<file path="src/design/bucketed_window_peak_average_macros.svh">
// ----------------------------------------------------------------------------
// Assertion macros for the bucketed window peak and average block
// Shorthand for the concurrent checks of the top level, clocked on clk and
// held off while rst_n is low.
// ----------------------------------------------------------------------------
`ifndef BUCKETED_WINDOW_PEAK_AVERAGE_MACROS_SVH
`define BUCKETED_WINDOW_PEAK_AVERAGE_MACROS_SVH

// The consequent must hold in the same cycle as the antecedent.
`define BWPA_ASSERT_SAME(lbl, ante, cons, msg) \
  lbl: assert property (@(posedge clk) disable iff (!rst_n) (ante) |-> (cons)) \
    else $error(msg);

// The consequent must hold in the cycle after the antecedent.
`define BWPA_ASSERT_NEXT(lbl, ante, cons, msg) \
  lbl: assert property (@(posedge clk) disable iff (!rst_n) (ante) |=> (cons)) \
    else $error(msg);

`endif

</file>
<file path="src/design/bwpa_pkg.sv">
// ----------------------------------------------------------------------------
// Bucketed window peak and average package
// Widths, register map, item codes, controller states and the command and
// status bundles shared by the modules of the block.
// ----------------------------------------------------------------------------
package bwpa_pkg;

  localparam int SAMPLE_W    = 16;
  localparam int ELAPSED_W   = 32;
  localparam int BUCKETS_DEF = 64;

  localparam int CFG_DATA_W  = 32;
  localparam int CFG_ADDR_W  = 3;
  localparam int CFG_WORD_W  = CFG_ADDR_W - 2;

  // Word index of each configuration register.
  localparam logic [CFG_WORD_W-1:0] REG_BUCKET_TICKS = CFG_WORD_W'(0);

  localparam logic [ELAPSED_W-1:0] TICKS_RESET = ELAPSED_W'(1000);

  // Item kinds on the input channel.
  localparam logic KIND_SAMPLE = 1'b0;
  localparam logic KIND_TICK   = 1'b1;

  typedef enum logic [2:0] {
    ST_IDLE,
    ST_ADVANCE,
    ST_SCAN,
    ST_SCAN_TAIL,
    ST_UPDATE,
    ST_DIV_START,
    ST_DIV_RUN
  } bwpa_state_t;

  typedef struct packed {
    logic load;
    logic tick;
    logic advance;
    logic scan_step;
    logic update;
    logic div_start;
    logic out_load;
  } bwpa_cmd_t;

  typedef struct packed {
    logic due;
    logic full_next;
    logic scan_last;
    logic div_busy;
  } bwpa_stat_t;

endpackage

</file>
<file path="src/design/bwpa_if.sv">
// ----------------------------------------------------------------------------
// Bucketed window peak and average channels
// Valid/ready channels for input items and for result items.
// ----------------------------------------------------------------------------
interface bwpa_in_if;
  import bwpa_pkg::*;

  logic                valid;
  logic                ready;
  logic                kind;
  logic [SAMPLE_W-1:0] sample;

  modport source (output valid, kind, sample, input ready);
  modport sink (input valid, kind, sample, output ready);
endinterface

interface bwpa_out_if;
  import bwpa_pkg::*;

  logic                valid;
  logic                ready;
  logic [SAMPLE_W-1:0] window_max;
  logic [SAMPLE_W-1:0] window_average;
  logic [SAMPLE_W-1:0] bucket_value;

  modport source (output valid, window_max, window_average, bucket_value, input ready);
  modport sink (input valid, window_max, window_average, bucket_value, output ready);
endinterface

</file>
<file path="src/design/bwpa_div.sv">
// ----------------------------------------------------------------------------
// Bucketed window peak and average divider
// Restoring unsigned divider, one quotient bit per cycle.
// ----------------------------------------------------------------------------
module bwpa_div #(
  parameter int DVD_W = bwpa_pkg::SAMPLE_W + $clog2(bwpa_pkg::BUCKETS_DEF),
  parameter int DVS_W = $clog2(bwpa_pkg::BUCKETS_DEF + 1)
) (
  input  logic             clk,
  input  logic             rst_n,
  input  logic             start,
  input  logic [DVD_W-1:0] dividend,
  input  logic [DVS_W-1:0] divisor,
  output logic             busy,
  output logic [DVD_W-1:0] quotient
);
  import bwpa_pkg::*;

  localparam int STEP_W = $clog2(DVD_W + 1);

  logic [DVD_W-1:0]  quo_r, quo_nxt;
  logic [DVS_W-1:0]  rem_r, rem_nxt;
  logic [DVS_W-1:0]  dvs_r, dvs_nxt;
  logic [STEP_W-1:0] step_r, step_nxt;
  logic              busy_r, busy_nxt;
  logic [DVS_W:0]    trial;
  logic [DVS_W:0]    diff;
  logic              ge;

  always_comb begin
    trial    = {rem_r, quo_r[DVD_W-1]};
    diff     = trial - {1'b0, dvs_r};
    ge       = (trial >= {1'b0, dvs_r});
    quo_nxt  = quo_r;
    rem_nxt  = rem_r;
    dvs_nxt  = dvs_r;
    step_nxt = step_r;
    busy_nxt = busy_r;
    if (start) begin
      quo_nxt  = dividend;
      rem_nxt  = '0;
      dvs_nxt  = divisor;
      step_nxt = STEP_W'(DVD_W);
      busy_nxt = 1'b1;
    end else if (busy_r) begin
      rem_nxt  = ge ? diff[DVS_W-1:0] : trial[DVS_W-1:0];
      quo_nxt  = {quo_r[DVD_W-2:0], ge};
      step_nxt = step_r - 1'b1;
      if (step_r == STEP_W'(1)) begin
        busy_nxt = 1'b0;
      end
    end
  end

  always_ff @(posedge clk) begin
    if (!rst_n) begin
      busy_r <= 1'b0;
      step_r <= '0;
    end else begin
      busy_r <= busy_nxt;
      step_r <= step_nxt;
    end
  end

  always_ff @(posedge clk) begin
    quo_r <= quo_nxt;
    rem_r <= rem_nxt;
    dvs_r <= dvs_nxt;
  end

  assign busy     = busy_r;
  assign quotient = quo_r;
endmodule

</file>
<file path="src/design/bwpa_dp.sv">
// ----------------------------------------------------------------------------
// Bucketed window peak and average datapath
// Bucket ring memory, tick counter, running total and peak, rescan
// accumulator, divider and result register.
// ----------------------------------------------------------------------------
module bwpa_dp #(
  parameter int BUCKETS = bwpa_pkg::BUCKETS_DEF
) (
  input  logic                           clk,
  input  logic                           rst_n,
  input  bwpa_pkg::bwpa_cmd_t            cmd,
  output bwpa_pkg::bwpa_stat_t           stat,
  input  logic [bwpa_pkg::SAMPLE_W-1:0]  in_sample,
  input  logic [bwpa_pkg::ELAPSED_W-1:0] bucket_ticks,
  output logic [bwpa_pkg::SAMPLE_W-1:0]  window_max,
  output logic [bwpa_pkg::SAMPLE_W-1:0]  window_average,
  output logic [bwpa_pkg::SAMPLE_W-1:0]  bucket_value
);
  import bwpa_pkg::*;

  localparam int IDX_W   = $clog2(BUCKETS);
  localparam int TOTAL_W = SAMPLE_W + IDX_W;
  localparam int CNT_W   = $clog2(BUCKETS + 1);
  localparam logic [IDX_W-1:0] LAST_IDX = IDX_W'(BUCKETS - 1);

  logic [SAMPLE_W-1:0]  mem [BUCKETS];

  logic [IDX_W-1:0]     idx_r, idx_nxt;
  logic                 full_r, full_nxt;
  logic [SAMPLE_W-1:0]  cur_r, cur_nxt;
  logic [SAMPLE_W-1:0]  peak_r, peak_nxt;
  logic [TOTAL_W-1:0]   total_r, total_nxt;
  logic [ELAPSED_W-1:0] elapsed_r, elapsed_nxt;
  logic [IDX_W-1:0]     scan_addr_r, scan_addr_nxt;
  logic                 rd_vld_r;
  logic [SAMPLE_W-1:0]  rd_data_r;
  logic [SAMPLE_W-1:0]  smp_r;
  logic [SAMPLE_W-1:0]  max_out_r, avg_out_r, cur_out_r;

  logic [IDX_W-1:0]     idx_adv;
  logic                 full_adv;
  logic [SAMPLE_W-1:0]  new_cur;
  logic                 wr_en;
  logic [IDX_W-1:0]     wr_addr;
  logic [SAMPLE_W-1:0]  wr_data;
  logic [CNT_W-1:0]     count;
  logic                 div_busy;
  logic [TOTAL_W-1:0]   quotient;

  always_comb begin
    idx_adv  = (idx_r == LAST_IDX) ? '0 : idx_r + 1'b1;
    full_adv = full_r | (idx_r == LAST_IDX);
    new_cur  = (smp_r > cur_r) ? smp_r : cur_r;

    idx_nxt       = idx_r;
    full_nxt      = full_r;
    cur_nxt       = cur_r;
    peak_nxt      = peak_r;
    total_nxt     = total_r;
    elapsed_nxt   = elapsed_r;
    scan_addr_nxt = scan_addr_r;

    if (cmd.tick && (elapsed_r != '1)) begin
      elapsed_nxt = elapsed_r + 1'b1;
    end

    if (cmd.advance) begin
      elapsed_nxt   = '0;
      idx_nxt       = idx_adv;
      full_nxt      = full_adv;
      cur_nxt       = '0;
      scan_addr_nxt = '0;
      if (full_adv) begin
        peak_nxt  = '0;
        total_nxt = '0;
      end
    end

    if (cmd.scan_step) begin
      scan_addr_nxt = scan_addr_r + 1'b1;
    end

    // Read data of the rescan arrives in the cycle after its address.
    if (rd_vld_r) begin
      total_nxt = total_r + TOTAL_W'(rd_data_r);
      if (rd_data_r > peak_r) begin
        peak_nxt = rd_data_r;
      end
    end

    if (cmd.update) begin
      cur_nxt   = new_cur;
      total_nxt = total_r - TOTAL_W'(cur_r) + TOTAL_W'(new_cur);
      if (smp_r > peak_r) begin
        peak_nxt = smp_r;
      end
    end
  end

  // The current bucket lives in cur_r; the memory is a write-through copy
  // that is read only by the rescan, after every entry has been written.
  assign wr_en   = cmd.advance | cmd.update;
  assign wr_addr = cmd.advance ? idx_adv : idx_r;
  assign wr_data = cmd.advance ? '0 : new_cur;

  always_ff @(posedge clk) begin
    if (wr_en) begin
      mem[wr_addr] <= wr_data;
    end
  end

  always_ff @(posedge clk) begin
    if (cmd.scan_step) begin
      rd_data_r <= mem[scan_addr_r];
    end
  end

  always_ff @(posedge clk) begin
    if (!rst_n) begin
      idx_r       <= '0;
      full_r      <= 1'b0;
      cur_r       <= '0;
      peak_r      <= '0;
      total_r     <= '0;
      elapsed_r   <= '0;
      scan_addr_r <= '0;
      rd_vld_r    <= 1'b0;
    end else begin
      idx_r       <= idx_nxt;
      full_r      <= full_nxt;
      cur_r       <= cur_nxt;
      peak_r      <= peak_nxt;
      total_r     <= total_nxt;
      elapsed_r   <= elapsed_nxt;
      scan_addr_r <= scan_addr_nxt;
      rd_vld_r    <= cmd.scan_step;
    end
  end

  always_ff @(posedge clk) begin
    if (cmd.load) begin
      smp_r <= in_sample;
    end
    if (cmd.out_load) begin
      max_out_r <= peak_r;
      avg_out_r <= quotient[SAMPLE_W-1:0];
      cur_out_r <= cur_r;
    end
  end

  assign count = full_r ? CNT_W'(BUCKETS) : CNT_W'(idx_r) + CNT_W'(1);

  bwpa_div #(
    .DVD_W (TOTAL_W),
    .DVS_W (CNT_W)
  ) u_div (
    .clk      (clk),
    .rst_n    (rst_n),
    .start    (cmd.div_start),
    .dividend (total_r),
    .divisor  (count),
    .busy     (div_busy),
    .quotient (quotient)
  );

  always_comb begin
    stat.due       = (elapsed_r >= bucket_ticks);
    stat.full_next = full_adv;
    stat.scan_last = (scan_addr_r == LAST_IDX);
    stat.div_busy  = div_busy;
  end

  assign window_max     = max_out_r;
  assign window_average = avg_out_r;
  assign bucket_value   = cur_out_r;
endmodule

</file>
<file path="src/design/bwpa_ctrl.sv">
// ----------------------------------------------------------------------------
// Bucketed window peak and average controller
// Sequences one item through advance, rescan, update and divide, and owns
// the handshake of both channels.
// ----------------------------------------------------------------------------
module bwpa_ctrl (
  input  logic                 clk,
  input  logic                 rst_n,
  input  logic                 in_valid,
  input  logic                 in_kind,
  output logic                 in_ready,
  output logic                 out_valid,
  input  logic                 out_ready,
  input  bwpa_pkg::bwpa_stat_t stat,
  output bwpa_pkg::bwpa_cmd_t  cmd
);
  import bwpa_pkg::*;

  bwpa_state_t state_r, state_nxt;
  logic        out_valid_r, out_valid_nxt;

  always_comb begin
    state_nxt = state_r;
    cmd       = '0;
    in_ready  = 1'b0;
    case (state_r)
      ST_IDLE: begin
        in_ready = 1'b1;
        if (in_valid) begin
          cmd.load = 1'b1;
          if (in_kind == KIND_TICK) begin
            cmd.tick  = 1'b1;
            state_nxt = ST_DIV_START;
          end else if (stat.due) begin
            state_nxt = ST_ADVANCE;
          end else begin
            state_nxt = ST_UPDATE;
          end
        end
      end
      ST_ADVANCE: begin
        cmd.advance = 1'b1;
        state_nxt   = stat.full_next ? ST_SCAN : ST_UPDATE;
      end
      ST_SCAN: begin
        cmd.scan_step = 1'b1;
        if (stat.scan_last) begin
          state_nxt = ST_SCAN_TAIL;
        end
      end
      ST_SCAN_TAIL: begin
        state_nxt = ST_UPDATE;
      end
      ST_UPDATE: begin
        cmd.update = 1'b1;
        state_nxt  = ST_DIV_START;
      end
      ST_DIV_START: begin
        cmd.div_start = 1'b1;
        state_nxt     = ST_DIV_RUN;
      end
      ST_DIV_RUN: begin
        if (!stat.div_busy && (!out_valid_r || out_ready)) begin
          cmd.out_load = 1'b1;
          state_nxt    = ST_IDLE;
        end
      end
      default: begin
        state_nxt = ST_IDLE;
      end
    endcase

    out_valid_nxt = out_valid_r;
    if (cmd.out_load) begin
      out_valid_nxt = 1'b1;
    end else if (out_ready) begin
      out_valid_nxt = 1'b0;
    end
  end

  always_ff @(posedge clk) begin
    if (!rst_n) begin
      state_r     <= ST_IDLE;
      out_valid_r <= 1'b0;
    end else begin
      state_r     <= state_nxt;
      out_valid_r <= out_valid_nxt;
    end
  end

  assign out_valid = out_valid_r;
endmodule

</file>
<file path="src/design/bucketed_window_peak_average.sv">
// One item at a time: the next input is taken in the cycle after the result is loaded;
// the bucket rescan (one memory read a cycle) and the bit-serial divider set the time.
// Reset (rst_n low, synchronous) empties the ring; bucket_ticks returns to 1000.
// ----------------------------------------------------------------------------
// Bucketed window peak and average
// Keeps a ring of time buckets, each holding the largest sample seen while it
// was current, and reports the window peak, the average of the filled buckets
// and the current bucket value for every input item.
// ----------------------------------------------------------------------------
`include "bucketed_window_peak_average_macros.svh"

module bucketed_window_peak_average #(
  parameter int BUCKETS = bwpa_pkg::BUCKETS_DEF
) (
  input  logic                            clk,
  input  logic                            rst_n,
  bwpa_in_if.sink                         in_if,
  bwpa_out_if.source                      out_if,
  input  logic                            psel,
  input  logic                            penable,
  input  logic                            pwrite,
  input  logic [bwpa_pkg::CFG_ADDR_W-1:0] paddr,
  input  logic [bwpa_pkg::CFG_DATA_W-1:0] pwdata,
  output logic [bwpa_pkg::CFG_DATA_W-1:0] prdata,
  output logic                            pready
);
  import bwpa_pkg::*;

  // The block is split into a controller that walks each item through its
  // steps and a datapath that holds the bucket ring and arithmetic. They
  // talk only through the command and status bundles below.
  bwpa_cmd_t  cmd;
  bwpa_stat_t stat;

  logic [ELAPSED_W-1:0] bucket_ticks_r, bucket_ticks_nxt;
  logic                 cfg_wr;
  logic                 cfg_hit;

  // Configuration register. The port never stalls, so a write completes in
  // its access phase. Only the word part of the address is decoded.
  assign pready  = 1'b1;
  assign cfg_hit = (paddr[CFG_ADDR_W-1:2] == REG_BUCKET_TICKS);
  assign cfg_wr  = psel && penable && pwrite && pready && cfg_hit;

  always_comb begin
    bucket_ticks_nxt = bucket_ticks_r;
    if (cfg_wr) begin
      bucket_ticks_nxt = pwdata[ELAPSED_W-1:0];
    end
  end

  always_ff @(posedge clk) begin
    if (!rst_n) begin
      bucket_ticks_r <= TICKS_RESET;
    end else begin
      bucket_ticks_r <= bucket_ticks_nxt;
    end
  end

  // Reads of addresses beyond the register map return zero.
  assign prdata = cfg_hit ? CFG_DATA_W'(bucket_ticks_r) : '0;

  bwpa_ctrl u_ctrl (
    .clk       (clk),
    .rst_n     (rst_n),
    .in_valid  (in_if.valid),
    .in_kind   (in_if.kind),
    .in_ready  (in_if.ready),
    .out_valid (out_if.valid),
    .out_ready (out_if.ready),
    .stat      (stat),
    .cmd       (cmd)
  );

  // The datapath captures the sample on the input transfer and drives the
  // result register, which holds a result until the output transfer while
  // the next item is already being worked on.
  bwpa_dp #(
    .BUCKETS (BUCKETS)
  ) u_dp (
    .clk            (clk),
    .rst_n          (rst_n),
    .cmd            (cmd),
    .stat           (stat),
    .in_sample      (in_if.sample),
    .bucket_ticks   (bucket_ticks_r),
    .window_max     (out_if.window_max),
    .window_average (out_if.window_average),
    .bucket_value   (out_if.bucket_value)
  );

  // After taking an item the block is busy in the cycle after.
  `BWPA_ASSERT_NEXT(a_busy_after_transfer, in_if.valid && in_if.ready, !in_if.ready, "input taken while the previous item is still in work")
  // The divider has finished before a new item comes in.
  `BWPA_ASSERT_SAME(a_div_idle_on_transfer, in_if.valid && in_if.ready, !stat.div_busy, "input transfer while the divider is busy")
  // A new result never overwrites one that has not been transferred.
  `BWPA_ASSERT_SAME(a_result_slot_free, cmd.out_load, !out_if.valid || out_if.ready, "result register overwritten before its transfer")
  // The ring advances only when the bucket time has run out.
  `BWPA_ASSERT_SAME(a_advance_when_due, cmd.advance, stat.due, "bucket advance without elapsed bucket time")
endmodule

</file>
<file path="src/flat_wrapper.sv">
// flat-port wrapper written by rule: the top's interface ports become plain ports
module bucketed_window_peak_average_flat import bwpa_pkg::*;
#(
  parameter int BUCKETS = bwpa_pkg::BUCKETS_DEF
)
  (clk, rst_n, psel, penable, pwrite, paddr, pwdata, prdata, pready, in_if_valid, in_if_kind, in_if_sample, in_if_ready, out_if_valid, out_if_window_max, out_if_window_average, out_if_bucket_value, out_if_ready);
  bwpa_in_if in_if_i ();
  bwpa_out_if out_if_i ();
  input  logic clk;
  input  logic rst_n;
  input  logic psel;
  input  logic penable;
  input  logic pwrite;
  input  logic [bwpa_pkg::CFG_ADDR_W-1:0] paddr;
  input  logic [bwpa_pkg::CFG_DATA_W-1:0] pwdata;
  output logic [bwpa_pkg::CFG_DATA_W-1:0] prdata;
  output logic pready;
  input wire logic [$bits(in_if_i.valid)-1:0] in_if_valid;
  input wire logic [$bits(in_if_i.kind)-1:0] in_if_kind;
  input wire logic [$bits(in_if_i.sample)-1:0] in_if_sample;
  output wire logic [$bits(in_if_i.ready)-1:0] in_if_ready;
  output wire logic [$bits(out_if_i.valid)-1:0] out_if_valid;
  output wire logic [$bits(out_if_i.window_max)-1:0] out_if_window_max;
  output wire logic [$bits(out_if_i.window_average)-1:0] out_if_window_average;
  output wire logic [$bits(out_if_i.bucket_value)-1:0] out_if_bucket_value;
  input wire logic [$bits(out_if_i.ready)-1:0] out_if_ready;
  assign in_if_i.valid = in_if_valid;
  assign in_if_i.kind = in_if_kind;
  assign in_if_i.sample = in_if_sample;
  assign in_if_ready = in_if_i.ready;
  assign out_if_valid = out_if_i.valid;
  assign out_if_window_max = out_if_i.window_max;
  assign out_if_window_average = out_if_i.window_average;
  assign out_if_bucket_value = out_if_i.bucket_value;
  assign out_if_i.ready = out_if_ready;
  bucketed_window_peak_average #(.BUCKETS(BUCKETS)) u_core (.clk(clk), .rst_n(rst_n), .in_if(in_if_i), .out_if(out_if_i), .psel(psel), .penable(penable), .pwrite(pwrite), .paddr(paddr), .pwdata(pwdata), .prdata(prdata), .pready(pready));
endmodule
</file>
<file path="config.mk">
export PLATFORM = sky130hd
export DESIGN_NAME = bucketed_window_peak_average_flat
export DESIGN_NICKNAME = d
export VERILOG_FILES = /design/src/design/bwpa_pkg.sv /design/src/design/bwpa_if.sv /design/src/design/bwpa_div.sv /design/src/design/bwpa_dp.sv /design/src/design/bwpa_ctrl.sv /design/src/design/bucketed_window_peak_average.sv /design/src/flat_wrapper.sv
export VERILOG_INCLUDE_DIRS = /design/src /design/src/design
export SDC_FILE = /design/constraint.sdc
export NUM_CORES = 2
export LEC_CHECK = 0
export BUFFER_PORTS_ARGS = -buffer_cell sky130_fd_sc_hd__buf_2
export CORE_ASPECT_RATIO = 0.6
export CORE_MARGIN = 2
export CORE_UTILIZATION = 50
export DETAILED_ROUTE_END_ITERATION = 12
export HOLD_SLACK_MARGIN = 0.06
export PLACE_DENSITY = 0.77
export REMOVE_ABC_BUFFERS = 1
export SYNTH_ARGS = -nofsm -noshare
export SYNTH_HDL_FRONTEND = slang
export SYNTH_SLANG_ARGS = --single-unit
</file>
<file path="constraint.sdc">
create_clock -name clk -period 14.9 [get_ports clk]
set_clock_uncertainty 0.2 [all_clocks]
set_input_delay 2.98 -clock clk [delete_from_list [all_inputs] [get_ports clk]]
set_output_delay 2.98 -clock clk [all_outputs]
set_load 0.005 [all_outputs]
</file>
==> impl_results.md <==
- DRT antenna net count: 0
- Yosys Warn Count: 0
- Wirelength per Cell: 27.3 um
- Primary FF master, synth: edfxtp_1
- Clock Latency Late Sink: 0.73 ns
- Yosys cell types: 73
- Initial DRC Count: 4377
- Die Area: 111000 sq um
- H-tree depth: 3
- RSZ-0062 raised after global routing: no
- WP data required: 15.31 ns
- Pwr Density: 162 nW/um^2
- Hold Fails Final Rpt: 0
- CP max FO: 30
- Dpl cell area: 56800 sq um
- Max clock buf depth: 3
- Starting Density: 50.4%
- R2R Path End: u_core.u_dp.total_r[16]
- R2r setup slk: 7.97 ns
- Vias: 30300
- Pre-antenna DRT Iters: 6
- Die Y: 258 um
- Final slew viol count: 0
- Core area: 107000 sq um
- Total GRT Usage: 23.9%
- Area delta synth->final: 12.1%
- Post-synth EDFFs: 1133
- Post-cts sizing count: 0
- DRC viols: 0
- Worst slew margin: 12.8%
- DP HPWL: 81100 um
- Post-CTS setup buffers: 0
- Yosys reg bits: 1282
- Max VDD drop: 117 uV
- Hold_buf cts: 0
- Outcome: finished, final reports clean
- Syn Area/Cell: 17.2 sq um
- Worst min path class: register to register
- Max Cap Viol: 0
- Worst Setup End Kind: register
- Worst-margin pin slew: 1.30 ns
- CP max stage delay: 1.06 ns
- Design area: 60400 sq um
- Fmax: 0.144 GHz
- Reg clk slew, reported paths: 0.08 ns
- Total gr overflow: 0
- Critical Path End: u_core.u_dp.total_r[16]
- Buf/Inv on CP: 2
- Mapped Cells: 3137
- Layout cell share with drive strength beyond 1: 22.7%
- CP delay by family, top: compound AO/OA/AOI/OAI gates
- Levels on crit path: 21
- Crit path time final: 6.93 ns
- Clk sinks: 1282
- Leak Pwr: 19.8 nW
- Final Setup Violations: 0
- Mapped cell area: 53900 sq um
- R2R depth: 21
- Vias per inst: 6.25
- Std-Cell Rows: 93
- Num CTS Buffers: 106
- Port Buffers: 138
- Worst setup path startpoint: u_core.u_dp.cur_r[9]
- Worst Path Arrival: 7.33 ns
- Root Driver: clkbuf_16
- Largest net degree at the start of global routing: 143
- Die Span X: 428 um
- Routability cong.: 0.868
- Ys async rst share: 0%
- Initial antenna violation count: 3
- Global-route wire length before repair: 195000 um
- CTS tree: done
- Ports: 142
- Nets: 3551
- WS Path Type: register to register
- Max stage delay cell, worst path: a311oi_1
- Part of the cycle the worst path needs: 46.5%
- Worst Setup Start Kind: register
- Setup TNS: 0 ns
- Final core utilization: 56.4%
- Wirelength, routed: 133000 um
- Reg2Reg Launch Point: u_core.u_dp.cur_r[9]
- Seq/Total Area, Yosys: 68.6%
- Crit path cell chain: inv_1 > ha_1 > a21o_1 > a21oi_1 > nor2b_1 > o211ai_1 > a31oi_1 > a311oi_1 > nor2_4 > buf_4 > mux2_1 > fa_1 > fa_1 > a211oi_1 > nor2_1 > o311a_1 > o21ai_1 > o21ai_1 > xor2_1 > a221oi_1 > nor2_1
- Vias in the first global route: 29200
-- cell usage after synthesis (6+ instances only) --
library cell	count	area [sq um]
edfxtp_1	1133	34000
mux4_2	330	7430
nand2_1	231	867
nor2_1	216	811
dfxtp_1	149	2980
ha_1	134	1680
a21oi_1	106	531
inv_1	100	375
clkbuf_1	99	372
nand3_1	63	315
xnor2_1	39	342
mux2i_1	37	370
o21ai_1	37	185
o21ai_0	34	170
xor2_1	34	298
a21o_1	32	240
a31oi_1	29	181
o211ai_1	29	218
buf_2	26	130
nand4_1	22	138
o21a_1	19	143
and3_1	18	113
buf_1	18	67.6
fa_1	18	360
mux2_1	15	169
nor2b_1	14	87.6
nor3_1	13	65.1
nand2b_1	9	56.3
or3_1	9	56.3
a211oi_1	8	60.1
and2_1	8	50.1
and4_1	8	70.1
o31ai_1	8	60.1
a222oi_1	7	70.1
mux4_1	6	158
o22ai_1	6	37.5
-- worst min-delay path by stage --
stage	start	end	slack, ns	cells after the start
final	u_core.u_dp.u_div.quotient[7]	u_core.u_dp.window_average[7]	0.23	0
after global routing	u_core.u_dp.u_div.quotient[7]	u_core.u_dp.window_average[7]	0.23	0
after detailed placement	u_core.u_dp.u_div.quotient[5]	u_core.u_dp.window_average[5]	0.24	0
after floorplan	u_core.u_dp.u_div.quotient[0]	u_core.u_dp.window_average[0]	0.23	0
after CTS	u_core.u_dp.u_div.quotient[7]	u_core.u_dp.window_average[7]	0.23	0
after global placement	u_core.u_dp.u_div.quotient[2]	u_core.u_dp.window_average[2]	0.24	0
-- logic make-up (layout without fill, tap and decap cells) --
group / count (synthesis) / count (layout) / synth area share, %
flip-flops: 1282 / 1282 / 68.6
AO/OA/AOI/OAI: 350 / 350 / 4.08
buffers and inverters: 250 / 544 / 1.88
AND/OR/NAND/NOR: 640 / 640 / 5.32
XOR/XNOR: 73 / 73 / 1.19
multiplexers: 389 / 389 / 15.1
other: 1 / 2 / 0.00696
adder cells (fa/ha/maj): 152 / 152 / 3.78
-- cells in the final DEF, fill, tap and decap left out, drive strengths merged, types with 13 or more instances in the layout --
| cell type | synthesis | routed |
|---|---|---|
| dfxtp | 149 | 149 |
| o21ai | 72 | 72 |
| xnor2 | 39 | 39 |
| nor2b | 14 | 14 |
| nand3 | 63 | 63 |
| edfxtp | 1133 | 1133 |
| o211ai | 29 | 29 |
| o21a | 19 | 19 |
| clkbuf | 99 | 135 |
| ha | 134 | 134 |
| inv | 101 | 106 |
| fa | 18 | 18 |
| and3 | 18 | 18 |
| mux4 | 336 | 336 |
| clkinv | 0 | 42 |
| a21o | 32 | 32 |
| mux2i | 37 | 37 |
| nand4 | 23 | 23 |
| nand2 | 231 | 231 |
| a31oi | 29 | 29 |
| a21oi | 107 | 107 |
| nor2 | 216 | 216 |
| mux2 | 16 | 16 |
| xor2 | 34 | 34 |
| bufinv | 0 | 13 |
| nor3 | 15 | 15 |
| buf | 50 | 244 |
-- layer usage --
metal	track usage, %	share of wire, %	vias to the layer above
li1	-	-	12800
met1	37.3	42	15500
met2	34.0	43	1884
met3	6.14	13	167
met4	4.80	1.6	0
met5	0	0	-
-- stage by stage --
step                      hold slack, ns  std cells  worst slack (ns)  total power [mW]
final                              0.233       4857              7.97              9.77
after global routing               0.235       4856              7.76              10.2
after CTS                          0.232       4855              8.04              9.77
after detailed placement           0.237       4656              8.04              6.88
after global placement             0.236       4656              8.08              6.80
after floorplan                    0.226       2988              2.29              6.17
-- state kept, by name, summed over array words and instances (netlist names), 3 cells and up --
register,flops
u_core.bucket_ticks_r,32
u_core.u_ctrl.state_r,3
u_core.u_dp.bucket_value,16
u_core.u_dp.cur_r,16
u_core.u_dp.elapsed_r,32
u_core.u_dp.idx_r,6
u_core.u_dp.mem,1024
u_core.u_dp.peak_r,16
u_core.u_dp.rd_data_r,16
u_core.u_dp.scan_addr_r,6
u_core.u_dp.smp_r,16
u_core.u_dp.total_r,22
u_core.u_dp.u_div.dvs_r,7
u_core.u_dp.u_div.quotient,22
u_core.u_dp.u_div.rem_r,7
u_core.u_dp.u_div.step_r,5
u_core.u_dp.window_average,16
u_core.u_dp.window_max,16
-- final cells by class --
type,instances,area [sq um]
fillers,7926,46600
flip-flops and latches,1282,37000
multi-input cells,1605,16100
clock buffers,135,2910
well taps,1425,1780
repair buffers,244,1510
clock inverters,64,673
inverters,101,379
diodes,1,2.50
-- power by group --
part / switching, mW / internal, mW / leakage [nW] / total (mW)
registers: 0.143 / 4.49 / 11.5 / 4.63
logic: 1.46 / 0.780 / 6.53 / 2.24
clock network: 1.30 / 1.61 / 1.75 / 2.91
total: 2.90 / 6.88 / 19.8 / 9.77
Note: power is estimated with default switching activity, not from simulation.
